**config.mk**
```make
export PLATFORM = sky130hd
export DESIGN_NAME = ctbt_angle
export DESIGN_NICKNAME = d
export VERILOG_FILES = /design/src/hdl/ctbt_pkg.sv /design/src/hdl/ctbt_angle.sv
export SDC_FILE = /design/constraint.sdc
export NUM_CORES = 1
export LEC_CHECK = 0
export BUFFER_PORTS_ARGS = -buffer_cell sky130_fd_sc_hd__buf_4
export CAP_MARGIN = 40
export CELL_PAD_IN_SITES_DETAIL_PLACEMENT = 1
export CELL_PAD_IN_SITES_GLOBAL_PLACEMENT = 1
export CORE_UTILIZATION = 46
export DETAILED_ROUTE_END_ITERATION = 10
export PLACE_DENSITY = 0.85
export SETUP_SLACK_MARGIN = 0.3
export SLEW_MARGIN = 20
export SYNTH_ARGS = -nofsm -noshare
export SYNTH_HDL_FRONTEND = slang
export SYNTH_SLANG_ARGS = --single-unit
```
**constraint.sdc**
```tcl
create_clock -name clk -period 8 [get_ports clk]
set_clock_uncertainty 0.15 [all_clocks]
set_input_delay 1.2 -clock clk [delete_from_list [all_inputs] [get_ports clk]]
set_output_delay 1.2 -clock clk [all_outputs]
set_load 0.02 [all_outputs]
```
**src/hdl/ctbt_pkg.sv**
```systemverilog
// Types, constants and trig helpers for the camera-to-base point transform.
package ctbt_pkg;

    localparam int AXW = 23;
    localparam int P1W = 39;
    localparam int R1W = 40;
    localparam int P2W = 56;
    localparam int VW  = 57;
    localparam int RW  = 25;
    localparam int SW  = 26;
    localparam int OW  = 24;
    localparam int RND_SHIFT = 32;

    localparam logic [9:0] EANG_OFFSET = 10'd180;
    localparam logic [8:0] DEG_90  = 9'd90;
    localparam logic [8:0] DEG_180 = 9'd180;
    localparam logic [8:0] DEG_270 = 9'd270;
    localparam logic [8:0] DEG_360 = 9'd360;
    localparam logic [9:0] DEG_720 = 10'd720;
    localparam logic [6:0] QUARTER_LAST = 7'd90;

    localparam logic signed [15:0] Q14_ONE     = 16'sd16384;
    localparam logic signed [SW-1:0] OUT_MAX   = 26'sd8388607;
    localparam logic signed [SW-1:0] OUT_MIN   = -26'sd8388608;

    localparam logic [14:0] SIN_Q [0:90] = '{
        15'd0,     15'd286,   15'd572,   15'd857,   15'd1143,
        15'd1428,  15'd1713,  15'd1997,  15'd2280,  15'd2563,
        15'd2845,  15'd3126,  15'd3406,  15'd3686,  15'd3964,
        15'd4240,  15'd4516,  15'd4790,  15'd5063,  15'd5334,
        15'd5604,  15'd5872,  15'd6138,  15'd6402,  15'd6664,
        15'd6924,  15'd7182,  15'd7438,  15'd7692,  15'd7943,
        15'd8192,  15'd8438,  15'd8682,  15'd8923,  15'd9162,
        15'd9397,  15'd9630,  15'd9860,  15'd10087, 15'd10311,
        15'd10531, 15'd10749, 15'd10963, 15'd11174, 15'd11381,
        15'd11585, 15'd11786, 15'd11982, 15'd12176, 15'd12365,
        15'd12551, 15'd12733, 15'd12911, 15'd13085, 15'd13255,
        15'd13421, 15'd13583, 15'd13741, 15'd13894, 15'd14044,
        15'd14189, 15'd14330, 15'd14466, 15'd14598, 15'd14726,
        15'd14849, 15'd14968, 15'd15082, 15'd15191, 15'd15296,
        15'd15396, 15'd15491, 15'd15582, 15'd15668, 15'd15749,
        15'd15826, 15'd15897, 15'd15964, 15'd16026, 15'd16083,
        15'd16135, 15'd16182, 15'd16225, 15'd16262, 15'd16294,
        15'd16322, 15'd16344, 15'd16362, 15'd16374, 15'd16382,
        15'd16384
    };

    typedef struct packed {
        logic signed [15:0] point_x;
        logic signed [15:0] point_y;
        logic signed [15:0] point_z;
        logic [7:0]         base_deg;
        logic [7:0]         shoulder_deg;
        logic [7:0]         elbow_deg;
        logic [7:0]         wrist_deg;
        logic signed [15:0] effector_x;
        logic signed [15:0] effector_y;
        logic signed [15:0] effector_z;
    } ctbt_req_t;

    typedef struct packed {
        logic signed [OW-1:0] base_x;
        logic signed [OW-1:0] base_y;
        logic signed [OW-1:0] base_z;
    } ctbt_rsp_t;

    typedef struct packed {
        logic signed [15:0] x;
        logic signed [15:0] y;
        logic signed [15:0] z;
    } ctbt_eff_t;

    typedef struct packed {
        logic signed [AXW-1:0] x;
        logic signed [AXW-1:0] y;
        logic signed [AXW-1:0] z;
    } ctbt_axes_t;

    typedef struct packed {
        logic signed [15:0] ce;
        logic signed [15:0] se;
        logic signed [15:0] cb;
        logic signed [15:0] sb;
    } ctbt_trig_t;

    typedef struct packed {
        logic signed [VW-1:0] x;
        logic signed [VW-1:0] y;
        logic signed [VW-1:0] z;
    } ctbt_vec_t;

    function automatic logic [14:0] sin_quarter(input logic [6:0] k);
        return (k <= QUARTER_LAST) ? SIN_Q[k] : 15'd0;
    endfunction

    function automatic logic signed [15:0] sin_deg(input logic [8:0] d);
        logic [8:0]         idx;
        logic               neg;
        logic signed [15:0] mag;
        if (d <= DEG_90)
        begin
            idx = d;
            neg = 1'b0;
        end
        else if (d <= DEG_180)
        begin
            idx = DEG_180 - d;
            neg = 1'b0;
        end
        else if (d <= DEG_270)
        begin
            idx = d - DEG_180;
            neg = 1'b1;
        end
        else
        begin
            idx = DEG_360 - d;
            neg = 1'b1;
        end
        mag = signed'({1'b0, sin_quarter(idx[6:0])});
        return neg ? -mag : mag;
    endfunction

    function automatic logic signed [15:0] cos_deg(input logic [8:0] d);
        logic [9:0] t;
        t = {1'b0, d} + {1'b0, DEG_90};
        if (t >= {1'b0, DEG_360})
        begin
            t = t - {1'b0, DEG_360};
        end
        return sin_deg(t[8:0]);
    endfunction

    function automatic logic signed [AXW-1:0] scale100(input logic signed [15:0] v);
        logic signed [AXW-1:0] w;
        w = AXW'(v);
        return (w <<< 6) + (w <<< 5) + (w <<< 2);
    endfunction

endpackage

```
**src/hdl/ctbt_angle.sv**
```systemverilog
// Angle reduction, sine/cosine lookup and axis remap with scaling.
module ctbt_angle
    import ctbt_pkg::*;
(
    input  logic       clk,
    input  logic       rst_n,
    input  logic       en,
    input  logic       in_valid,
    input  ctbt_req_t  in_data,
    output logic       out_valid,
    output ctbt_trig_t out_trig,
    output ctbt_axes_t out_axes,
    output ctbt_eff_t  out_eff
);

    logic       v1_reg;
    logic [8:0] eang_reg;
    logic [8:0] eang_next;
    logic [8:0] base_reg;
    ctbt_axes_t axes1_reg;
    ctbt_axes_t axes1_next;
    ctbt_eff_t  eff1_reg;
    logic [9:0] sum;

    logic       v2_reg;
    ctbt_trig_t trig_reg;
    ctbt_trig_t trig_next;
    ctbt_axes_t axes2_reg;
    ctbt_eff_t  eff2_reg;

    always_comb
    begin
        sum = 10'(in_data.shoulder_deg) + 10'(in_data.elbow_deg)
            + 10'(in_data.wrist_deg) + EANG_OFFSET;
        if (sum >= DEG_720)
        begin
            eang_next = 9'(sum - DEG_720);
        end
        else if (sum >= {1'b0, DEG_360})
        begin
            eang_next = 9'(sum - {1'b0, DEG_360});
        end
        else
        begin
            eang_next = sum[8:0];
        end
        axes1_next.x = scale100(in_data.point_z);
        axes1_next.y = -scale100(in_data.point_x);
        axes1_next.z = scale100(in_data.point_y);
    end

    always_comb
    begin
        trig_next.ce = cos_deg(eang_reg);
        trig_next.se = sin_deg(eang_reg);
        trig_next.cb = cos_deg(base_reg);
        trig_next.sb = sin_deg(base_reg);
    end

    always_ff @(posedge clk or negedge rst_n)
    begin
        if (!rst_n)
        begin
            v1_reg <= 1'b0;
            v2_reg <= 1'b0;
        end
        else if (en)
        begin
            v1_reg <= in_valid;
            v2_reg <= v1_reg;
        end
    end

    always_ff @(posedge clk)
    begin
        if (en)
        begin
            eang_reg  <= eang_next;
            base_reg  <= {1'b0, in_data.base_deg};
            axes1_reg <= axes1_next;
            eff1_reg  <= '{x: in_data.effector_x, y: in_data.effector_y,
                           z: in_data.effector_z};
            trig_reg  <= trig_next;
            axes2_reg <= axes1_reg;
            eff2_reg  <= eff1_reg;
        end
    end

    assign out_valid = v2_reg;
    assign out_trig  = trig_reg;
    assign out_axes  = axes2_reg;
    assign out_eff   = eff2_reg;

`ifndef SYNTHESIS
    a_eang_reduced: assert property (@(posedge clk) disable iff (!rst_n)
        v1_reg |-> eang_reg < DEG_360)
        else $error("effector angle not reduced below 360");

    a_trig_bounded: assert property (@(posedge clk) disable iff (!rst_n)
        v2_reg |-> (trig_reg.se <= Q14_ONE) && (trig_reg.se >= -Q14_ONE)
                && (trig_reg.cb <= Q14_ONE) && (trig_reg.cb >= -Q14_ONE))
        else $error("trig value outside unit range");
`endif

endmodule

```
# After elaboration in Yosys (flattened, before gate mapping)

Memory sizes are Yosys's and may differ from the RTL's.
Index checks and enable logic that the tools add are counted.

Memories kept: 4
Register bits after elaboration: 317
Input port bits: 132
ROM bits: 7680

Memories:

| name             | depth | bits a word | read ports | clocked after Yosys merged registers in | wr ports | line           | RTL |
|---|---|---|---|---|---|---|---|
| (name not given) | 128   | 15          | 1          | 0                                       | 0        | ctbt_pkg.sv:93 | `return (k <= QUARTER_LAST) ? SIN_Q[k] : 15'd0;` |
| (name not given) | 128   | 15          | 1          | 0                                       | 0        | ctbt_pkg.sv:93 |  |
| (name not given) | 128   | 15          | 1          | 0                                       | 0        | ctbt_pkg.sv:93 |  |
| (name not given) | 128   | 15          | 1          | 0                                       | 0        | ctbt_pkg.sv:93 |  |

Bitwise gates (word level): 4
Muxes and demuxes: 40
$add $sub $neg: 32
Order comparisons: 24

Operators with widths:

| cell                    | count |
|---|---|
| $mux W15                | 16 |
| $mux W7                 | 12 |
| $add A22 B21 Y23        | 3 |
| $add A23 B18 Y23        | 3 |
| $neg A15 Y16            | 4 |
| $mux W9                 | 4 |
| $ge A8 B8 Y1 const B    | 4 |
| $not A7 Y8              | 4 |
| $le A7 B7 Y1 const B    | 4 |
| $sub A6 B7 Y7 const A   | 4 |
| $sub A7 B6 Y7 const B   | 4 |
| $sub A7 B7 Y7 const A   | 4 |
| $le A9 B7 Y1 const B    | 3 |
| $le A9 B8 Y1 const B    | 3 |
| $le A9 B9 Y1 const B    | 3 |
| $sub A9 B9 Y9 const B   | 3 |
| $neg A23 Y23            | 1 |
| $ge A10 B9 Y1 const B   | 2 |
| $add A10 B8 Y10 const B | 1 |
| $add A9 B7 Y10 const B  | 1 |
| $add A9 B8 Y10          | 1 |
| $ge A10 B10 Y1 const B  | 1 |
| $add A8 B7 Y9 const B   | 1 |
| $add A8 B8 Y9           | 1 |
| other kinds (6)         | 13 |

# Depth between registers and ports, before layout

Gate-level depths: netlist of the first run.

Word-level depth: 14
Depth in mapped cells: 32
Depth with buffers taken out: 29

# Worst setup path after synthesis of the first run

No wires, ideal clock.

Path type: register to register
Start: register base_reg[3]
End: register trig_reg, in the netlist out_trig[27] (data pin)
Setup time: 266 ps
Clock period less this slack: 6669 ps
Arrival: 6253 ps
Setup slack: 1331 ps
Data required time: 7584 ps
Stages on the path, launching flop included: 29
Cell sequence: edfxtp_1 -> clkbuf_1 -> inv_1 -> ha_1 -> a21oi_1 -> xor2_1 -> inv_2 -> ha_1 -> o311ai_1 -> o21ai_0 -> and4_1 -> o31a_1 -> o211ai_1 -> and3_1 -> buf_2 -> inv_2 -> buf_2 -> buf_2 -> buf_2 -> ha_1 -> or2_2 -> o311ai_2 -> a211oi_1 -> a211oi_2 -> nand2_1 -> or3_1 -> nand2b_1 -> o31ai_2 -> xor2_1

RTL lines:

| item                     | line             | RTL |
|---|---|---|
| start: declaration       | ctbt_angle.sv:19 | `logic [8:0] base_reg;` |
| start signal: assignment | ctbt_angle.sv:79 | `base_reg <= {1'b0, in_data.base_deg};` |
| end signal: assignment   | ctbt_angle.sv:83 | `trig_reg <= trig_next;` |
| end: declaration         | ctbt_angle.sv:26 | `ctbt_trig_t trig_reg;` |

==> results of run 1 <==
-- logic make-up (layout without fill, tap and decap cells) --
group                      Yosys count  in the layout
AOI/OAI and AO/OA                  894            894
xor gates and xnor gates           131            131
adders and majority gates          212            212
buffers and inverters              320            576
DFF                                305            305
muxes                               47             47
other                                1              6
and+or+nand+nor                    746            746
-- through the flow --
| step | util | hold slack, ns | area [um^2] |
|---|---|---|---|
| finish | 0.543 | 0.268 | 29300 |
| global route | 0.543 | 0.260 | 29300 |
| CTS | 0.541 | 0.255 | 29200 |
| detailed placement | 0.520 | 0.256 | 28100 |
| global placement | 0.519 | 0.250 | 28000 |
| floorplan | - | 0.250 | 25200 |
-- routing by layer --
metal,GRT usage,share of wire
met1,0.386,0.38
met2,0.571,0.51
met3,0.0461,0.063
met4,0.133,0.044
met5,0,0
-- what timing repair did --
action / in CTS / in global routing
endpoints found under the hold margin: 0 / 0
resized for setup: 0 / 8
setup buffers: 0 / 5
setup endpoints to repair: 0 / 23
-- worst max path at each step --
stage                             endpoint  slack [ns]  cells after the start             startpoint
global placement    out_trig[29]$_DFFE_PP_        0.77                     24  base_reg[3]$_DFFE_PP_
finish              out_trig[56]$_DFFE_PP_        0.71                     25  eang_reg[2]$_DFFE_PP_
detailed placement  out_trig[29]$_DFFE_PP_        0.45                     24  base_reg[3]$_DFFE_PP_
CTS                 out_trig[29]$_DFFE_PP_        0.38                     24  base_reg[3]$_DFFE_PP_
floorplan           out_trig[27]$_DFFE_PP_        1.33                     28  base_reg[3]$_DFFE_PP_
global route        out_trig[29]$_DFFE_PP_        0.26                     23  base_reg[3]$_DFFE_PP_
-- critical path: cells and delay by family, from the launching register on --
kind	cells	cell delay, ns
simple gates	9	2.20
fa+ha+maj	3	0.82
xor+xnor	1	0.09
compound gates	6	2.00
buf+inv	6	1.24
flops	1	0.50
-- cell type report --
| class | count | area (um^2) |
|---|---|---|
| repair buffers | 382 | 2930 |
| flip-flops and latches | 305 | 9150 |
| clock buffers | 44 | 931 |
| well taps | 696 | 871 |
| inverters | 130 | 489 |
| clock inverters | 20 | 183 |
| multi-input cells | 2036 | 14700 |
| fillers | 6083 | 24600 |
-- cells in the final DEF (no fill, tap or decap), drive strengths merged, types with 24 or more instances in the layout --
master	Yosys	final
xor2	40	40
nor3	59	59
buf	87	381
a21o	42	42
nand3	79	79
nor2	188	188
fa	53	53
inv	126	127
edfxtp	303	303
o21ai	177	177
a31oi	53	53
o211ai	59	59
xnor2	91	91
ha	159	159
nand2	249	249
a21oi	202	202
o221ai	24	24
and2	25	25
a211oi	47	47
clkbuf	103	45
==> results.txt, run 1 <==
The simple-gate share of the synthesized area came out at 0.143. The number of endpoints with negative hold slack in the final report is 0. The max capacitance violation total came out at 0. The number of cell rows came out at 85. The die outline width is 236 um. The endpoint arrival time on the critical path came out at ~7.4 ns. The distinct cell type count of the synthesized netlist is 123.

The core box area came out at between 50000 and 60000 um^2. In the post-synthesis netlist, the biggest area contributors are sky130_fd_sc_hd__edfxtp_1, sky130_fd_sc_hd__ha_1, sky130_fd_sc_hd__fa_1, sky130_fd_sc_hd__a21oi_1, sky130_fd_sc_hd__nand2_1. At the placement stage, the worst setup path has a slack of ~0.45 ns. The via total after detailed routing came out at 23500. In this run the worst hold path is classified as input port to asynchronous set/reset pin. The placed wire-length estimate came out at 65.6 mm. For this run, design rule violations remaining after detail routing come to 0.

The number of global-route vias before repair is 24000. The number of routed nets with antenna violations came out at 0. The die is 236 um tall. The root buffer cell chosen for the clock tree is sky130_fd_sc_hd__clkbuf_16.

The number of search-and-repair iterations in the first detailed-routing pass came out at 8. For this run, the leading register cell type out of synthesis is sky130_fd_sc_hd__edfxtp_1. The kind of start point of the critical path is a flip-flop. For this configuration, the core starts out at a cell density of 0.467. The worst-case setup margin in the final layout came out at about 0.71 ns. The longest clock path from root to sink contains 3 buffers. The required time of the worst setup path is 8.12 ns. The number of antenna violations at the first check in global routing came out at 0. The congestion estimate from routability-driven global placement came to 0.980. The final-layout setup total negative slack is 0 ns. The highest cell delay on the worst timing path is 0.63 ns. The worst-margin pin slew is 0.951 ns. The die covers 55600 um^2. Measured against its own limit, the worst slew margin works out to 0.350.

The number of flops mapped to enable cells by yosys is just over 300. In this run the tool buffered the top-level ports with 307 buffer cells. The clock latency on the worst-skew pair came out at around 0.57 ns. The multiplexer area fraction after synthesis came out at 0.0255.

The routed wire length is 91.6 mm. The clock transition at the registers of the reported paths came out at 0.07 ns. The number of flip-flops under the largest register name came out at 64. The sum of overflow across all layers after global routing is 0.

By count the netlist is led by sky130_fd_sc_hd__edfxtp_1, sky130_fd_sc_hd__nand2_1, sky130_fd_sc_hd__a21oi_1, sky130_fd_sc_hd__nor2_1, sky130_fd_sc_hd__o21ai_0. The synthesized netlist cell count came out at around 2700. The critical path is of the flip-flop to flip-flop type. The adder and majority gate portion of the synthesized area came out at 0.121.

By instance count, the cell type seen most on the critical path is sky130_fd_sc_hd__inv_1. The first global-routing pass estimated roughly 140 mm of wire. Counting I/O delays and the setup requirement, the final critical path takes 7.29 ns. The type of destination of the critical path is a flip-flop.

The area share of the leading cell type in the synthesized netlist came out at 0.362. The largest individual stage delay along the critical path comes from the cell sky130_fd_sc_hd__o32ai_1. The maximum clock frequency came out at 137 MHz. The final number of setup-violating endpoints came out at 0.

The worst register-to-register path has a depth of 25. Setup repair after global routing could not meet its margin everywhere. The I/O pin total came out at 314. The run finished with clean final reports.

After the first detailed-routing iteration, the DRC count stood at between 2000 and 2500. The worst register-to-register path ends at out_trig[56]$_DFFE_PP_. The count of placed standard cells in the final layout, fillers left out came out at between 3000 and 4000. The synthesized area divided by synthesized cell count came out at 9.47 um^2. The internal reg-to-reg setup slack came out at 0.71 ns. The sequential element share of the synthesized area is 0.364.

The maximum fanout count along the critical path came out at 28. The post-synthesis cell area came out at around 25000 um^2. By area, the combinational part of the netlist is dominated by compound AO/OA/AOI/OAI gates. Of all flip-flops after synthesis, the portion carrying an async set or reset was 0.00656.

The number of pins exceeding their max-slew limit in the final report came to 0. The biggest area contributor in the post-synthesis netlist is sky130_fd_sc_hd__edfxtp_1. The fraction of layout instances using a drive strength above 1 is 0.186. The area share of xor/xnor cells in the synthesized design came out at 0.0465. The hold-fix buffer count after cts is 0.

TritonCTS built the clock tree. The number of placed instances, taps included, is 3541. The pin count of the biggest net entering global routing came out at 159. The CTS buffer count is 36. The most common cell in the netlist is sky130_fd_sc_hd__edfxtp_1. The count of antenna diodes in the layout came out at 0. The final period utilization is 0.912. The number of sinks handled by clock tree synthesis came out at 305. The synthesized-area fraction occupied by ao, oa, aoi and oai cells is 0.245. The count of synthesis-stage warnings from yosys came out at 0. The total track usage came out at 0.321. For this run, the post-layout net count is 3235. The via density per instance came out at 6.50. The worst register-to-register path begins at eang_reg[2]$_DFFE_PP_. The register bit total from synthesis came out at 305. The synthesis-to-finish area growth is 16.5%. The number of levels in the clock H-tree came out at 2. The routed wire length per instance is 25.4 um.
Power of run 1 is not shown: default switching activity piles up to over one toggle a cycle in this logic, so the estimate is an artifact.
==> run 2, diff against run 1 <==
Settings changed: PLACE_DENSITY 0.85 to not set, PLACE_DENSITY_LB_ADDON set to 0.12.
==> results.txt, run 2 (synthesized netlist as in run 1, its figures left out) <==
The fill cell total of the finished layout came out at 6132 (was 6083). The number of routed nets with antenna violations is 0 (unchanged). The count of placed standard cells in the final layout, fillers left out came out at 3615 (was 3613).

The total number of nets in the final design came out at 3237 (was 3235). The CTS buffer count is 36 (unchanged). The total track usage is 0.307 (was 0.321). The number of levels in the clock H-tree came out at 2 (unchanged). The worst hold slack after final layout is 0.251 ns (was 0.268 ns). The initial cell density of the core came out at 0.467 (unchanged).

The worst-margin pin slew came to 1.14 ns (was 0.951 ns). The post-layout minimum cycle time came out at 7.18 ns (was 7.29 ns). The final-layout setup total negative slack came to 0 ns (unchanged). The worst min-delay path class is flip-flop to flip-flop (was input port to asynchronous set/reset pin). The number of global-route vias before repair was 23600 (was 24000). The pin count of the biggest net entering global routing came out at 181 (was 159). The final period utilization came out at 0.898 (was 0.912). The routed wire length per instance is 24.2 um (was 25.4 um). The number of buffers inserted by port buffering came out at 307 (unchanged). The worst reg2reg path startpoint was eang_reg[2]$_DFFE_PP_ (unchanged). The maximum clock frequency is 139 MHz (was 137 MHz). The count of buffers added by post-CTS timing repair for setup is 0 (unchanged). The core box area came out at 53900 um^2 (unchanged).

The number of antenna violations at the first check in global routing came out at 1 (was 0). RSZ-0062 raised after global routing: false (was true). The worst-case reg-to-reg path depth came out at 27 (was 25). The via total after detailed routing came to 23100 (was 23500).

The I/O pin total is 314 (unchanged). The via density per instance is 6.39 (was 6.50). The placed wire-length estimate came to 63.5 mm (was 65.6 mm).

The cell depth of the worst hold path came out at 0. The end of the worst register-to-register path is out_trig[56]$_DFFE_PP_ (unchanged). The kind of start point of the critical path is a flip-flop (unchanged).

The synthesis-to-finish area growth came out at 16.5% (about the same). The number of cell rows came out at 85 (unchanged). The maximum fanout count along the critical path is 9 (was 28). The number of sinks handled by clock tree synthesis is 305 (unchanged).

The violation count after the first detailed-route iteration came out at 1991 (was 2152). The max capacitance violation total was 0 (unchanged). The relative slew slack came to 0.240 (was 0.350). The clock latency on the worst-skew pair is 0.57 ns (about the same).

The leading cell type in the layout, fill and taps excluded is sky130_fd_sc_hd__buf_4 (unchanged). The type of destination of the critical path is a flip-flop (unchanged). The first-pass GRT wire length is 136 mm (was 142 mm).

The internal reg-to-reg setup slack is 0.82 ns (was 0.71 ns). The maximum root-to-sink buffer count is 3 (unchanged). The critical path class was flip-flop to flip-flop (unchanged). The worst hold path begins at axes1_reg[22]$_DFFE_PP_. The fraction of layout instances using a drive strength above 1 is 0.187 (was 0.186). The number of pins exceeding their max-slew limit in the final report is 0 (unchanged). The floorplan die height came to 236 um (unchanged). Result of the run: finished clean (unchanged). The routed wire length came out at 87.6 mm (was 91.6 mm).

The number of search-and-repair iterations in the first detailed-routing pass came to 5 (was 8). The required time of the worst setup path came out at 8.13 ns (was 8.12 ns). The endpoint arrival time on the critical path is 7.32 ns (was 7.41 ns).

Top library cells by usage in the layout, fill and taps aside: sky130_fd_sc_hd__buf_4, sky130_fd_sc_hd__edfxtp_1, sky130_fd_sc_hd__nand2_1, sky130_fd_sc_hd__a21oi_1, sky130_fd_sc_hd__nor2_1 (unchanged). The number of remaining DRC errors was 0 (unchanged). The number of endpoints with negative hold slack in the final report came out at 0 (unchanged). The floorplan die area is 55600 um^2 (unchanged). The path with the worst hold slack has its endpoint at out_axes[22]$_DFFE_PP_. The number of flip-flops under the largest register name is 64 (unchanged). The die outline width came out at 236 um (unchanged). The library cell used as clock root buffer is sky130_fd_sc_hd__clkbuf_16 (unchanged). The final standard cell utilization of the core is 0.543 (about the same). The clock transition at the registers of the reported paths is 0.06 ns (was 0.07 ns).

The sum of overflow across all layers after global routing is 0 (unchanged). The placed cell count came out at 3546 (was 3541). The final number of setup-violating endpoints is 0 (unchanged). The final estimated routing congestion in global placement is 0.968 (was 0.980).

The CTS tree was done (unchanged).
[run 2: cell type report]
class | count | area [um^2] | share of cell area
Antenna cell | 1 | 2.50 | 0.0000854
Clock buffer | 44 | 961 | 0.0328
Clock inverter | 19 | 160 | 0.00547
Inverter | 130 | 488 | 0.0167
Multi-Input combinational cell | 2036 | 14700 | 0.502
Sequential cell | 305 | 9150 | 0.312
Tap cell | 696 | 871 | 0.0297
Timing Repair Buffer | 384 | 2950 | 0.101
[run 2: layer usage]
metal / global-route usage / wire (um) / share of wire
met3: 0.0397 / 4620 / 0.053
met5: 0 / 0 / 0
met4: 0.113 / 3170 / 0.036
met2: 0.538 / 44400 / 0.51
met1: 0.386 / 35300 / 0.40
[run 2: worst max path at each step]
stage | endpoint | from | cells past startpoint
floorplan | out_trig[27]$_DFFE_PP_ | base_reg[3]$_DFFE_PP_ | 28
global placement | out_trig[62]$_DFFE_PP_ | eang_reg[1]$_DFFE_PP_ | 25
detailed placement | out_trig[62]$_DFFE_PP_ | eang_reg[1]$_DFFE_PP_ | 25
CTS | out_trig[56]$_DFFE_PP_ | eang_reg[1]$_DFFE_PP_ | 25
global route | out_trig[23]$_DFFE_PP_ | base_reg[2]$_DFFE_PP_ | 24
finish | out_trig[56]$_DFFE_PP_ | eang_reg[2]$_DFFE_PP_ | 27
[run 2: metrics by stage]
step,area (um^2),setup slack [ns]
4_1_cts,29200,0.575
6_report,29300,0.816
2_1_floorplan,25200,1.33
3_5_place_dp,28100,0.608
3_3_place_gp,28100,0.835
5_1_grt,29300,0.304
[run 2: critical path, cell delays in order, from the launching register on]
cell and delay (ns):
sky130_fd_sc_hd__edfxtp_1 0.50, sky130_fd_sc_hd__ha_1 0.31, sky130_fd_sc_hd__and2_1 0.23, sky130_fd_sc_hd__o21ai_0 0.16
sky130_fd_sc_hd__nand2_1 0.12, sky130_fd_sc_hd__inv_1 0.17, sky130_fd_sc_hd__ha_1 0.25, sky130_fd_sc_hd__nor4_1 0.07
sky130_fd_sc_hd__a41oi_1 0.32, sky130_fd_sc_hd__and2b_1 0.26, sky130_fd_sc_hd__a221oi_2 0.49, sky130_fd_sc_hd__and4b_1 0.32
sky130_fd_sc_hd__a21oi_2 0.08, sky130_fd_sc_hd__o21ai_1 0.23, sky130_fd_sc_hd__mux2i_2 0.41, sky130_fd_sc_hd__inv_2 0.16
sky130_fd_sc_hd__ha_1 0.33, sky130_fd_sc_hd__a21oi_1 0.56, sky130_fd_sc_hd__or3_1 0.21, sky130_fd_sc_hd__a21oi_1 0.07
sky130_fd_sc_hd__a211oi_1 0.30, sky130_fd_sc_hd__o32ai_1 0.19, sky130_fd_sc_hd__inv_1 0.12, sky130_fd_sc_hd__ha_1 0.18
sky130_fd_sc_hd__inv_1 0.06, sky130_fd_sc_hd__nor2_1 0.30, sky130_fd_sc_hd__a31oi_1 0.17, sky130_fd_sc_hd__xor2_1 0.19
[run 2: what timing repair did]
action / in CTS / in global routing
setup endpoints to repair: 0 / 13
resized for setup: 0 / 2
hold buffers: 0 / 0
Power of run 2 is left out for the same reason.
