`src/hdl/ctbt_pkg.sv`:
```
// Types, constants and trig helpers for the camera-to-base point transform.
package ctbt_pkg;

    localparam int AXW = 23;
    localparam int P1W = 39;
    localparam int R1W = 40;
    localparam int P2W = 56;
    localparam int VW  = 57;
    localparam int RW  = 25;
    localparam int SW  = 26;
    localparam int OW  = 24;
    localparam int RND_SHIFT = 32;

    localparam logic [9:0] EANG_OFFSET = 10'd180;
    localparam logic [8:0] DEG_90  = 9'd90;
    localparam logic [8:0] DEG_180 = 9'd180;
    localparam logic [8:0] DEG_270 = 9'd270;
    localparam logic [8:0] DEG_360 = 9'd360;
    localparam logic [9:0] DEG_720 = 10'd720;
    localparam logic [6:0] QUARTER_LAST = 7'd90;

    localparam logic signed [15:0] Q14_ONE     = 16'sd16384;
    localparam logic signed [SW-1:0] OUT_MAX   = 26'sd8388607;
    localparam logic signed [SW-1:0] OUT_MIN   = -26'sd8388608;

    localparam logic [14:0] SIN_Q [0:90] = '{
        15'd0,     15'd286,   15'd572,   15'd857,   15'd1143,
        15'd1428,  15'd1713,  15'd1997,  15'd2280,  15'd2563,
        15'd2845,  15'd3126,  15'd3406,  15'd3686,  15'd3964,
        15'd4240,  15'd4516,  15'd4790,  15'd5063,  15'd5334,
        15'd5604,  15'd5872,  15'd6138,  15'd6402,  15'd6664,
        15'd6924,  15'd7182,  15'd7438,  15'd7692,  15'd7943,
        15'd8192,  15'd8438,  15'd8682,  15'd8923,  15'd9162,
        15'd9397,  15'd9630,  15'd9860,  15'd10087, 15'd10311,
        15'd10531, 15'd10749, 15'd10963, 15'd11174, 15'd11381,
        15'd11585, 15'd11786, 15'd11982, 15'd12176, 15'd12365,
        15'd12551, 15'd12733, 15'd12911, 15'd13085, 15'd13255,
        15'd13421, 15'd13583, 15'd13741, 15'd13894, 15'd14044,
        15'd14189, 15'd14330, 15'd14466, 15'd14598, 15'd14726,
        15'd14849, 15'd14968, 15'd15082, 15'd15191, 15'd15296,
        15'd15396, 15'd15491, 15'd15582, 15'd15668, 15'd15749,
        15'd15826, 15'd15897, 15'd15964, 15'd16026, 15'd16083,
        15'd16135, 15'd16182, 15'd16225, 15'd16262, 15'd16294,
        15'd16322, 15'd16344, 15'd16362, 15'd16374, 15'd16382,
        15'd16384
    };

    typedef struct packed {
        logic signed [15:0] point_x;
        logic signed [15:0] point_y;
        logic signed [15:0] point_z;
        logic [7:0]         base_deg;
        logic [7:0]         shoulder_deg;
        logic [7:0]         elbow_deg;
        logic [7:0]         wrist_deg;
        logic signed [15:0] effector_x;
        logic signed [15:0] effector_y;
        logic signed [15:0] effector_z;
    } ctbt_req_t;

    typedef struct packed {
        logic signed [OW-1:0] base_x;
        logic signed [OW-1:0] base_y;
        logic signed [OW-1:0] base_z;
    } ctbt_rsp_t;

    typedef struct packed {
        logic signed [15:0] x;
        logic signed [15:0] y;
        logic signed [15:0] z;
    } ctbt_eff_t;

    typedef struct packed {
        logic signed [AXW-1:0] x;
        logic signed [AXW-1:0] y;
        logic signed [AXW-1:0] z;
    } ctbt_axes_t;

    typedef struct packed {
        logic signed [15:0] ce;
        logic signed [15:0] se;
        logic signed [15:0] cb;
        logic signed [15:0] sb;
    } ctbt_trig_t;

    typedef struct packed {
        logic signed [VW-1:0] x;
        logic signed [VW-1:0] y;
        logic signed [VW-1:0] z;
    } ctbt_vec_t;

    function automatic logic [14:0] sin_quarter(input logic [6:0] k);
        return (k <= QUARTER_LAST) ? SIN_Q[k] : 15'd0;
    endfunction

    function automatic logic signed [15:0] sin_deg(input logic [8:0] d);
        logic [8:0]         idx;
        logic               neg;
        logic signed [15:0] mag;
        if (d <= DEG_90)
        begin
            idx = d;
            neg = 1'b0;
        end
        else if (d <= DEG_180)
        begin
            idx = DEG_180 - d;
            neg = 1'b0;
        end
        else if (d <= DEG_270)
        begin
            idx = d - DEG_180;
            neg = 1'b1;
        end
        else
        begin
            idx = DEG_360 - d;
            neg = 1'b1;
        end
        mag = signed'({1'b0, sin_quarter(idx[6:0])});
        return neg ? -mag : mag;
    endfunction

    function automatic logic signed [15:0] cos_deg(input logic [8:0] d);
        logic [9:0] t;
        t = {1'b0, d} + {1'b0, DEG_90};
        if (t >= {1'b0, DEG_360})
        begin
            t = t - {1'b0, DEG_360};
        end
        return sin_deg(t[8:0]);
    endfunction

    function automatic logic signed [AXW-1:0] scale100(input logic signed [15:0] v);
        logic signed [AXW-1:0] w;
        w = AXW'(v);
        return (w <<< 6) + (w <<< 5) + (w <<< 2);
    endfunction

endpackage

```
`src/hdl/ctbt_finish.sv`:
```
// Rounding to 1/16 cm, effector offset, saturation and output register.
module ctbt_finish
    import ctbt_pkg::*;
(
    input  logic      clk,
    input  logic      rst_n,
    input  logic      en,
    input  logic      in_valid,
    input  ctbt_vec_t in_vec,
    input  ctbt_eff_t in_eff,
    output logic      out_valid,
    output ctbt_rsp_t out_data
);

    logic                  v_f1_reg;
    logic signed [RW-1:0]  rx_reg;
    logic signed [RW-1:0]  ry_reg;
    logic signed [RW-1:0]  rz_reg;
    ctbt_eff_t             eff_reg;
    ctbt_vec_t             rnd;

    logic                  v_f2_reg;
    ctbt_rsp_t             data_reg;
    ctbt_rsp_t             data_next;
    logic signed [SW-1:0]  sx;
    logic signed [SW-1:0]  sy;
    logic signed [SW-1:0]  sz;

    function automatic logic signed [OW-1:0] sat(input logic signed [SW-1:0] v);
        if (v > OUT_MAX)
        begin
            return OW'(OUT_MAX);
        end
        else if (v < OUT_MIN)
        begin
            return OW'(OUT_MIN);
        end
        return OW'(v);
    endfunction

    always_comb
    begin
        rnd.x = in_vec.x + (VW'(1) <<< (RND_SHIFT - 1));
        rnd.y = in_vec.y + (VW'(1) <<< (RND_SHIFT - 1));
        rnd.z = in_vec.z + (VW'(1) <<< (RND_SHIFT - 1));
    end

    always_comb
    begin
        sx = SW'(rx_reg) + SW'(eff_reg.x);
        sy = SW'(ry_reg) + SW'(eff_reg.y);
        sz = SW'(rz_reg) + SW'(eff_reg.z);
        data_next.base_x = sat(sx);
        data_next.base_y = sat(sy);
        data_next.base_z = sat(sz);
    end

    always_ff @(posedge clk or negedge rst_n)
    begin
        if (!rst_n)
        begin
            v_f1_reg <= 1'b0;
            v_f2_reg <= 1'b0;
        end
        else if (en)
        begin
            v_f1_reg <= in_valid;
            v_f2_reg <= v_f1_reg;
        end
    end

    always_ff @(posedge clk)
    begin
        if (en)
        begin
            rx_reg   <= rnd.x[VW-1:RND_SHIFT];
            ry_reg   <= rnd.y[VW-1:RND_SHIFT];
            rz_reg   <= rnd.z[VW-1:RND_SHIFT];
            eff_reg  <= in_eff;
            data_reg <= data_next;
        end
    end

    assign out_valid = v_f2_reg;
    assign out_data  = data_reg;

`ifndef SYNTHESIS
    a_final_advance: assert property (@(posedge clk) disable iff (!rst_n)
        en && v_f1_reg |=> v_f2_reg)
        else $error("request lost at output register");
`endif

endmodule

```
`config.mk`:
```
export PLATFORM = sky130hd
export DESIGN_NAME = ctbt_finish
export DESIGN_NICKNAME = d
export VERILOG_FILES = /design/src/hdl/ctbt_pkg.sv /design/src/hdl/ctbt_finish.sv
export SDC_FILE = /design/constraint.sdc
export NUM_CORES = 1
export LEC_CHECK = 0
export ABC_AREA = 1
export ABC_CLOCK_PERIOD_IN_PS = 2900
export BUFFER_PORTS_ARGS = -buffer_cell sky130_fd_sc_hd__buf_2
export CAP_MARGIN = 10
export CORE_MARGIN = 3
export CORE_UTILIZATION = 40
export DETAILED_ROUTE_END_ITERATION = 12
export GPL_TIMING_DRIVEN = 0
export SLEW_MARGIN = 20
export SYNTH_ARGS = -nofsm -noshare
export SYNTH_HDL_FRONTEND = slang
export SYNTH_SLANG_ARGS = --single-unit
```
`constraint.sdc`:
```
create_clock -name clk -period 2.9 [get_ports clk]
set_clock_uncertainty 0.2 [all_clocks]
set_input_delay 0.58 -clock clk [delete_from_list [all_inputs] [get_ports clk]]
set_output_delay 0.58 -clock clk [all_outputs]
set_load 0.05 [all_outputs]
```
# --- Yosys cells after proc, flatten, opt, wreduce, memory -nomap -nowiden ---
# Cells that the tools add are included.
word_totals:
  reg_bits: 197
  latchBits: 0
  mem_bits_rw: 0
  rom_bits: 0
  output_inout_bits: 73
  wordCells: 38
  mem_count: 0
classes:
  addsub: 6
  mul: 0
  div_mod_pow: 0
  n_lt_le_gt_ge: 6
  eq_ne: 0
  shifts: 0
  muxes: 15
  bitwise: 0
  n_reduce_logical: 0
op_table:
  columns: ["op", "n"]
  rows:
  - ["$mux W24", 9]
  - ["$add A57 B33 Y57 const B", 3]
  - ["$add A25 B16 Y26", 3]
  - ["$gt A26 B24 Y1 const B", 3]
  - ["$lt A26 B24 Y1 const B", 3]
  - ["$mux W1", 6]

# --- Depth between registers and ports, before layout ---
# Gate-level depths: netlist of run 1.
logic_depth:
  depth_word: 5
  depth_mapped: 16
  depth_no_buf: 15

# --- Least setup slack after synthesis of run 1 ---
# No wires, ideal clock.
synth_path:
  kind: "reg2reg"
  from: "register rx_reg[0]"
  to: "register data_reg, in the netlist out_data[51] (data pin)"
  setup_time_ps: 252
  arrival_time_ps: 1933
  t_required_ps: 2448
  path_slack_ps: 514
  path_stages_with_launch: 16
  path_buffers: 1
  period_less_slack_ps: 2386
  cell_sequence: "edfxtp_1 > ha_1 > fa_1 > nand2_1 > nand2_1 > nand3_1 > nand2_1 > nand2_1 > nand3_1 > nand2_1 > nand2_1 > inv_1 > nand2_2 > nand2_4 > buf_6 > nand2_1"
synth_lines:
  columns: ["item", "line_no", "text"]
  rows:
  - ["from (decl)", "ctbt_finish.sv:16", "logic signed [RW-1:0] rx_reg;"]
  - ["from (signal assigned)", "ctbt_finish.sv:76", "rx_reg <= rnd.x[VW-1:RND_SHIFT];"]
  - ["to (signal assigned)", "ctbt_finish.sv:80", "data_reg <= data_next;"]
  - ["to (decl)", "ctbt_finish.sv:23", "ctbt_rsp_t data_reg;"]

==> impl_metrics.env, run 1 <==
export IMPL_startpoint="eff_reg[32]$_DFFE_PP_"
export IMPL_hold_viol=0
export IMPL_gr_total_overflow=0
export IMPL_status="completed"
export IMPL_placedCellCount=2320
export IMPL_die_area_sq_um=36200
export IMPL_synthToLayoutAreaGrowth_pct=16.8
export IMPL_largest_reg_flops=72
export IMPL_cap_violations=0
export IMPL_synth_seq_area_share=0.435
export IMPL_end_kind="flip-flop"
export IMPL_max_stage_delay_ns=0.40
export IMPL_drt_initial_drc_count=502
export IMPL_insertion_delay_ns=0.45
export IMPL_portBuffers=202
export IMPL_cts_tree="done"
export IMPL_start_kind="flip-flop"
export IMPL_ys_types=37
export IMPL_worstPathArrival_ns=2.75
export IMPL_wl_um=31800
export IMPL_r2r_start="eff_reg[32]$_DFFE_PP_"
export IMPL_antenna_found_initial=0
export IMPL_r2r_end="out_data[64]$_DFFE_PP_"
export IMPL_ys_warn_count=0
export IMPL_synth_cells=1675
export IMPL_setup_tns_ns=0
export IMPL_reg2reg_depth=15
export IMPL_period_minus_slack_ns=2.75
export IMPL_max_clock_freq_mhz=364
export IMPL_total_power_mw=10.3
export IMPL_drtAntennaViolNets=0
export IMPL_gp_congestion=0.935
export IMPL_maxSlewHeadroom=0.501
export IMPL_clock_root_buffer="clkbuf_16"
export IMPL_p_leak_nw=7.69
export IMPL_netlist_area_sq_um=13600
export IMPL_cts_max_level=4
export IMPL_avgViaCountPerCell=4.62
export IMPL_final_max_slew_viol_count=0
export IMPL_final_area_sq_um=15800
export IMPL_worst_pin_slew_ns=0.749
export IMPL_wl_per_cell_um=13.5
export IMPL_grt_pass1_wl_um=51000
export IMPL_groute_usage_overall=0.178
export IMPL_drc=0
export IMPL_dr_total_vias=10900
export IMPL_filler_cell_count=3271
export IMPL_start_util=0.412
export IMPL_cts_sinks=197
export IMPL_ff2ff_setup_slack_ns=0.15
export IMPL_cp_max_fo=10
export IMPL_nets=2208
export IMPL_drt_first_pass_iters=5
export IMPL_hold_path_class="in -> reg"
export IMPL_worstSetupEndpoint="out_data[64]$_DFFE_PP_"
export IMPL_clk_path_buf_depth=2
export IMPL_setup_viol=0
export IMPL_ir_drop_mv=0.424
export IMPL_crit_slowest_cell="fa_2"
export IMPL_ys_seq_elements=197
export IMPL_place_ws_ns=0.0811
export IMPL_fp_dieH_um=190
export IMPL_core_area_sq_um=32900
export IMPL_grt_pass1_vias=10500
export IMPL_dieWidth_um=190
export IMPL_hpwl_um=26300
export IMPL_critPathKind="reg -> reg"
export IMPL_clk_pin_slew_ns=0.07
export IMPL_finalNonFillerCells=2360
export IMPL_syn_avg_cell_area_sq_um=8.10
export IMPL_crit_required_ns=2.90
export IMPL_power_density_nw_per_um2=650
export IMPL_worst_slack_ns=0.150
export IMPL_layout_drive_gt1_share=0.171
export IMPL_io_pins=296
export IMPL_num_rows=66
export IMPL_period_share=0.948
export IMPL_grt_max_degree=108
export IMPL_place_area_sq_um=15200
export IMPL_syn_num_nets=1979
export IMPL_cts_buffers=17
export IMPL_path_common_cell="nand2_1"
export IMPL_crit_chain="ha_1, fa_2, nand2_1, nand2_1, nand3_1, nand2_1, nand2_2, nand3_1, nand2_1, nand2_1, inv_1, nand2_2, nand2_4, buf_6, nand2_1"
## repair_timing
item,4_1_cts,5_1_grt
hold buffers,1,0
gates resized for setup,0,9
hold endpoints to repair,2,0
endpoints found under the setup margin,0,63
buffers inserted,0,6
## metrics by stage
step,hold WS (ns),utilization
floorplan,0.0844,-
global placement,0.165,0.459
detailed placement,0.168,0.460
CTS,0.0759,0.479
global route,0.0865,0.481
finish,0.100,0.481
## synth_stat cells (all sizes together)
cell type / n / area, sq um
nand2: 600 / 2350
inv: 258 / 968
edfxtp: 195 / 5860
nor2: 147 / 602
nand3: 79 / 415
ha: 78 / 976
xor2: 63 / 552
a21oi: 59 / 314
xnor2: 52 / 455
nand4: 49 / 313
nor3: 25 / 145
buf: 12 / 143
o21ai: 12 / 60.1
o21bai: 12 / 90.1
o21a: 6 / 45.0
and2: 5 / 31.3
a21o: 4 / 30.0
or2: 4 / 25.0
a31oi: 3 / 18.8
fa: 3 / 60.1
a21boi: 2 / 15.0
dfrtp: 2 / 50.1
nor4: 2 / 25.0
and3: 1 / 6.26
nand3b: 1 / 7.51
nor3b: 1 / 7.51
## worst max-delay path, delay by kind of cell, from the launching register on
| kind | cells | cell delay, ns |
|---|---|---|
| adders and majority gates | 2 | 0.65 |
| buffers and inverters | 2 | 0.24 |
| DFF | 1 | 0.39 |
| and+or+nand+nor | 11 | 1.01 |
## cells in the final DEF (no fill, tap or decap), types with 4 or more instances in the layout
| cell | count |
|---|---|
| nand2_1 | 571 |
| inv_1 | 255 |
| buf_2 | 201 |
| edfxtp_1 | 195 |
| nor2_1 | 127 |
| nand3_1 | 75 |
| ha_1 | 74 |
| xor2_1 | 63 |
| a21oi_1 | 54 |
| xnor2_1 | 52 |
| nand4_1 | 48 |
| nand2_2 | 23 |
| nor3_1 | 21 |
| nor2_2 | 19 |
| clkbuf_16 | 17 |
| o21bai_1 | 12 |
| o21ai_0 | 12 |
| buf_6 | 10 |
| o21a_1 | 6 |
| nand2_4 | 6 |
| and2_1 | 5 |
| a21oi_2 | 5 |
| buf_4 | 5 |
| nor3_2 | 4 |
| nand3_2 | 4 |
| a21o_1 | 4 |
| ha_2 | 4 |
| clkinvlp_4 | 4 |
## final cells by class
class	instances	area (sq um)	area share
multi-input cells	1208	6570	0.415
flip-flops and latches	197	5910	0.373
repair buffers	210	1100	0.0695
inverters	258	968	0.0611
well taps	442	553	0.0349
clock buffers	18	429	0.0271
clock inverters	14	175	0.0111
plain buffers	12	143	0.00900
diodes	1	2.50	0.000158
## power by group
part           leakage [nW]  total (mW)  internal, mW  switching, mW
clock                 0.283        2.44          1.37           1.07
sequential             1.92        3.84          3.70          0.140
combinational          5.49        4.03          1.23           2.79
total                  7.69        10.3          6.30           4.01
## kinds of logic after synthesis
kind of cell	count (synthesis)	synth area share
AO/OA/AOI/OAI	98	0.0423
AND/OR/NAND/NOR	914	0.290
flip-flops	197	0.435
buffers and inverters	270	0.0819
XOR/XNOR	115	0.0743
adder cells (fa/ha/maj)	81	0.0764
## metal layers
layer  share of wire  up-vias  GRT usage  wire length, um
met5               0        -          0                0
met1            0.45     4771      0.226            14300
li1                -     5856          -                -
met3           0.040       44     0.0232             1260
met2            0.49      226      0.311            15400
met4           0.025        0     0.0627              803
## worst min-delay path by stage
stage,from,endpoint,cells past startpoint
after global placement,rst_n,out_valid$_DFFE_PN0P_,1
after global routing,in_eff[47],eff_reg[47]$_DFFE_PP_,1
final,in_eff[47],eff_reg[47]$_DFFE_PP_,1
after detailed placement,rst_n,out_valid$_DFFE_PN0P_,1
after CTS,in_eff[47],eff_reg[47]$_DFFE_PP_,1
after floorplan,rst_n,out_valid$_DFFE_PN0P_,0
No activity file was read; power rests on OpenSTA's default activity.
==> run 2: changes to the inputs <==
SETUP_SLACK_MARGIN = 0.5   (was unset)
==> impl_metrics.env, run 2 (synthesis gave the netlist of run 1 again) <==
export IMPL_status="completed"
export IMPL_hold_path_class="in -> reg"
export IMPL_power_density_nw_per_um2=636
export IMPL_synthToLayoutAreaGrowth_pct=30.5
export IMPL_final_max_slew_viol_count=0
export IMPL_hpwl_um=26300
export IMPL_cp_buffers_inverters=3
export IMPL_whs_ns=0.0952
export IMPL_crit_required_ns=2.90
export IMPL_nets=2265
export IMPL_ir_drop_mv=0.428
export IMPL_dieWidth_um=190
export IMPL_crit_slowest_cell="edfxtp_1"
export IMPL_hold_viol=0
export IMPL_critPathKind="reg -> reg"
export IMPL_gp_congestion=0.935
export IMPL_start_kind="flip-flop"
export IMPL_drc=0
export IMPL_period_share=0.874
export IMPL_insertion_delay_ns=0.45
export IMPL_cts_sinks=197
export IMPL_cpLargestDelayFamily="simple AND/OR/NAND/NOR gates"
export IMPL_period_minus_slack_ns=2.53
export IMPL_antenna_cells=0
export IMPL_cts_tree="done"
export IMPL_fp_dieH_um=190
export IMPL_grt_pass1_wl_um=54500
export IMPL_rsz0062_at_grt="true"
export IMPL_gr_total_overflow=0
export IMPL_dr_total_vias=11400
export IMPL_clk_path_buf_depth=2
export IMPL_drtAntennaViolNets=0
export IMPL_cts_max_level=4
export IMPL_grt_pass1_vias=11300
export IMPL_groute_usage_overall=0.189
export IMPL_wl_per_cell_um=14.1
export IMPL_drt_first_pass_iters=5
export IMPL_worstPathArrival_ns=2.54
export IMPL_placedCellCount=2320
export IMPL_antenna_found_initial=0
export IMPL_final_common_cell="nand2_1"
export IMPL_worst_pin_slew_ns=0.749
export IMPL_finalNonFillerCells=2416
export IMPL_core_area_sq_um=32900
export IMPL_cap_violations=0
export IMPL_end_kind="flip-flop"
export IMPL_crit_chain="buf_12, ha_4, buf_4, nand4_1, nor3_1, o21ai_0, nand3_1, nand2_1, nand2_1, inv_1, nand2_1, nand2_1"
export IMPL_die_area_sq_um=36200
export IMPL_cp_max_fo=10
export IMPL_max_stage_delay_ns=0.42
export IMPL_start_util=0.412
export IMPL_largest_reg_flops=72
export IMPL_clock_root_buffer="clkbuf_16"
export IMPL_clk_pin_slew_ns=0.08
export IMPL_wl_um=34100
export IMPL_cts_buffers=17
export IMPL_avgViaCountPerCell=4.72
export IMPL_p_leak_nw=8.11
export IMPL_grt_max_degree=108
export IMPL_path_common_cell="nand2_1"
export IMPL_max_clock_freq_mhz=395
export IMPL_portBuffers=202
export IMPL_num_rows=66
export IMPL_mostFrequentLayoutCells="449 x nand2_1, 250 x inv_1, 201 x buf_2"
export IMPL_drt_initial_drc_count=546
export IMPL_io_pins=296
export IMPL_setup_viol=0
export IMPL_layout_drive_gt1_share=0.315
export IMPL_maxSlewHeadroom=0.501
==> run 2: cell types whose count changed in the layout (fill, tap and decap cells not counted), moves of 19 or more <==
cell     delta
ha_1       -59
buf_4      +35
nand2_2   +109
buf_6      +19
nor2_1     -24
ha_4       +46
nand2_1   -122
nor2_4     +21
==> run 2: through the flow <==
step	instance area, sq um	util	total power [mW]	TNS, ns	worst slack [ns]
detailed placement	15200	0.460	7.94	0	0.0811
floorplan	13600	-	6.90	0	0.514
CTS	17300	0.524	11.1	0	0.357
global placement	15100	0.459	7.93	-289.57	-1.61
global route	17700	0.537	11.9	0	0.228
finish	17700	0.537	11.3	0	0.366
==> run 2: where the power goes <==
part           switching (mW)  internal [mW]
clock network            1.08           1.37
logic                    3.16           1.77
registers               0.177           3.70
==> run 2: final timing paths <==
path,endpoint,cells after the start,slack [ns],from
worst min-delay path,eff_reg[47]$_DFFE_PP_,1,0.1,in_eff[47]
worst min register to register,out_valid$_DFFE_PN0P_,2,0.31,v_f1_reg$_DFFE_PN0P_
max in group asynchronous,v_f1_reg$_DFFE_PN0P_,2,2.18,rst_n
worst max-delay path,out_data[68]$_DFFE_PP_,12,0.37,eff_reg[47]$_DFFE_PP_
min in group asynchronous,out_valid$_DFFE_PN0P_,2,0.23,rst_n
worst max register to register,out_data[68]$_DFFE_PP_,12,0.37,eff_reg[47]$_DFFE_PP_
==> run 2: per-layer routing <==
metal,up-vias,global-route usage,wire (um)
met1,5123,0.233,14700
met4,0,0.0686,884
met5,-,0,0
met3,51,0.0234,1440
met2,247,0.340,17100
li1,5973,-,-
==> run 2: final cells by class <==
class | instances | area [sq um]
clock inverters | 14 | 175
multi-input cells | 1208 | 7850
well taps | 442 | 553
clock buffers | 18 | 429
flip-flops and latches | 197 | 5910
repair buffers | 267 | 1670
fillers | 3050 | 15300
inverters | 258 | 968
plain buffers | 12 | 143
==> run 2: repair_timing <==
item	4_1_cts	5_1_grt
pin swaps	65	53
setup endpoints to repair	69	69
setup buffers	45	6
hold endpoints to repair	2	0
cloned	12	0
resized for setup	250	100
hold buffers	1	0
==> run 3: changes to the inputs <==
PLACE_DENSITY = 0.66   (was unset)
==> impl_metrics.env, run 3 (synthesis gave the netlist of run 1 again) <==
export IMPL_status="completed"
export IMPL_cap_violations=0
export IMPL_worst_pin_slew_ns=0.401
export IMPL_layout_drive_gt1_share=0.380
export IMPL_drc=0
export IMPL_grt_pass1_vias=11300
export IMPL_final_max_slew_viol_count=0
export IMPL_insertion_delay_ns=0.47
export IMPL_fp_dieH_um=190
export IMPL_clk_path_buf_depth=2
export IMPL_nets=2297
export IMPL_dieWidth_um=190
export IMPL_antenna_cells=0
export IMPL_cts_buffers=17
export IMPL_p_leak_nw=8.43
export IMPL_critPathKind="reg -> reg"
export IMPL_io_pins=296
export IMPL_portBuffers=202
export IMPL_cts_tree="done"
export IMPL_hold_viol=0
export IMPL_drt_first_pass_iters=7
export IMPL_clock_root_buffer="clkbuf_16"
export IMPL_filler_cell_count=2891
export IMPL_avgViaCountPerCell=4.85
export IMPL_hold_path_class="in -> reg"
export IMPL_gr_total_overflow=0
export IMPL_max_clock_freq_mhz=384
export IMPL_mostFrequentLayoutCells="367 x nand2_1, 248 x inv_1, 201 x buf_2"
export IMPL_final_common_cell="nand2_1"
export IMPL_cp_max_fo=5
export IMPL_groute_usage_overall=0.194
export IMPL_grt_max_degree=73
export IMPL_wl_per_cell_um=14.7
export IMPL_start_util=0.412
export IMPL_crit_required_ns=2.92
export IMPL_cts_sinks=197
export IMPL_period_minus_slack_ns=2.60
export IMPL_place_ws_ns=0.0760
export IMPL_core_area_sq_um=32900
export IMPL_dr_total_vias=11900
export IMPL_period_share=0.898
export IMPL_die_area_sq_um=36200
export IMPL_ir_drop_mv=0.433
export IMPL_drt_initial_drc_count=552
export IMPL_drtAntennaViolNets=0
export IMPL_maxSlewHeadroom=0.731
export IMPL_worstPathArrival_ns=2.62
export IMPL_setup_viol=0
export IMPL_num_rows=66
export IMPL_end_kind="flip-flop"
export IMPL_grt_pass1_wl_um=55700
export IMPL_total_power_mw=11.8
export IMPL_power_density_nw_per_um2=636
export IMPL_antenna_found_initial=0
export IMPL_worst_slack_ns=0.295
export IMPL_clk_pin_slew_ns=0.08
export IMPL_start_kind="flip-flop"
export IMPL_largest_reg_flops=72
export IMPL_hpwl_um=26600
export IMPL_gp_congestion=0.923
export IMPL_rsz0062_at_grt="true"
export IMPL_cts_max_level=4
export IMPL_synthToLayoutAreaGrowth_pct=36.9
export IMPL_wl_um=35900
run 3: cell count changes in the layout (fill, tap and decap cells not counted), moves of 6 or more:
cell	delta
a21oi_1	-10
a21oi_2	+8
buf_4	+30
ha_2	-9
ha_4	+11
nand2_1	-82
nand2_2	+56
nand2_4	+23
nor2_1	-8
nor2_2	+6
run 3: what timing repair did:
| item | in CTS | in global routing |
|---|---|---|
| hold buffers | 1 | 0 |
| endpoints found under the setup margin | 69 | 71 |
| pin swaps | 82 | 143 |
| cloned | 11 | 0 |
| endpoints found under the hold margin | 2 | 0 |
| gates resized for setup | 287 | 215 |
| buffers inserted | 52 | 31 |
run 3: routing by layer:
metal  wire (um)  vias up  global-route usage
met5           0        -                   0
met3        1420       64              0.0286
li1            -     6035                   -
met2       18700      303               0.357
met4         952        0              0.0652
met1       14900     5465               0.231
run 3: final timing paths:
check,cells after the start,end,slack [ns],from
worst min-delay path,1,eff_reg[40]$_DFFE_PP_,0.08,in_eff[40]
max in group asynchronous,2,v_f1_reg$_DFFE_PN0P_,2.18,rst_n
worst max register to register,15,out_data[10]$_DFFE_PP_,0.30,eff_reg[15]$_DFFE_PP_
worst max-delay path,15,out_data[10]$_DFFE_PP_,0.30,eff_reg[15]$_DFFE_PP_
worst min register to register,2,out_valid$_DFFE_PN0P_,0.32,out_valid$_DFFE_PN0P_
min in group asynchronous,2,out_valid$_DFFE_PN0P_,0.22,rst_n
run 3: stage by stage:
| step | std cells | util | cell area, sq um | hold WS [ns] | setup TNS [ns] |
|---|---|---|---|---|---|
| after floorplan | 1675 | - | 13600 | 0.0844 | 0 |
| after global placement | 2319 | 0.459 | 15100 | 0.164 | -266.93 |
| after detailed placement | 2321 | 0.461 | 15200 | 0.168 | 0 |
| after CTS | 2417 | 0.532 | 17500 | 0.0678 | 0 |
| after global routing | 2448 | 0.563 | 18600 | 0.0670 | 0 |
| final | 2448 | 0.563 | 18600 | 0.0794 | 0 |
run 3: worst max-delay path: stages (launching register included):
cell      delay [ns]
edfxtp_1        0.42
buf_6           0.15
buf_16          0.14
ha_4            0.31
nand2_4         0.06
nor2_2          0.11
nand2_1         0.08
nor2_1          0.12
nand2_1         0.09
nand3_1         0.07
nand2_1         0.06
nand2_2         0.12
inv_2           0.08
nand2_8         0.12
buf_8           0.15
nand2_4         0.06
run 3: power by group:
group          internal [mW]  switching [mW]  leakage (nW)
clock network           1.23            1.21         0.287
registers               3.70           0.168          1.92
logic                   2.06            3.44          6.23
run 3: area by class of cell:
cell class              count  area (sq um)  area share
repair buffers            299          1960       0.105
flip-flops and latches    197          5910       0.318
clock inverters            15           166     0.00896
plain buffers              12           154     0.00829
well taps                 442           553      0.0298
multi-input cells        1208          8440       0.454
clock buffers              17           425      0.0229
inverters                 258           968      0.0522
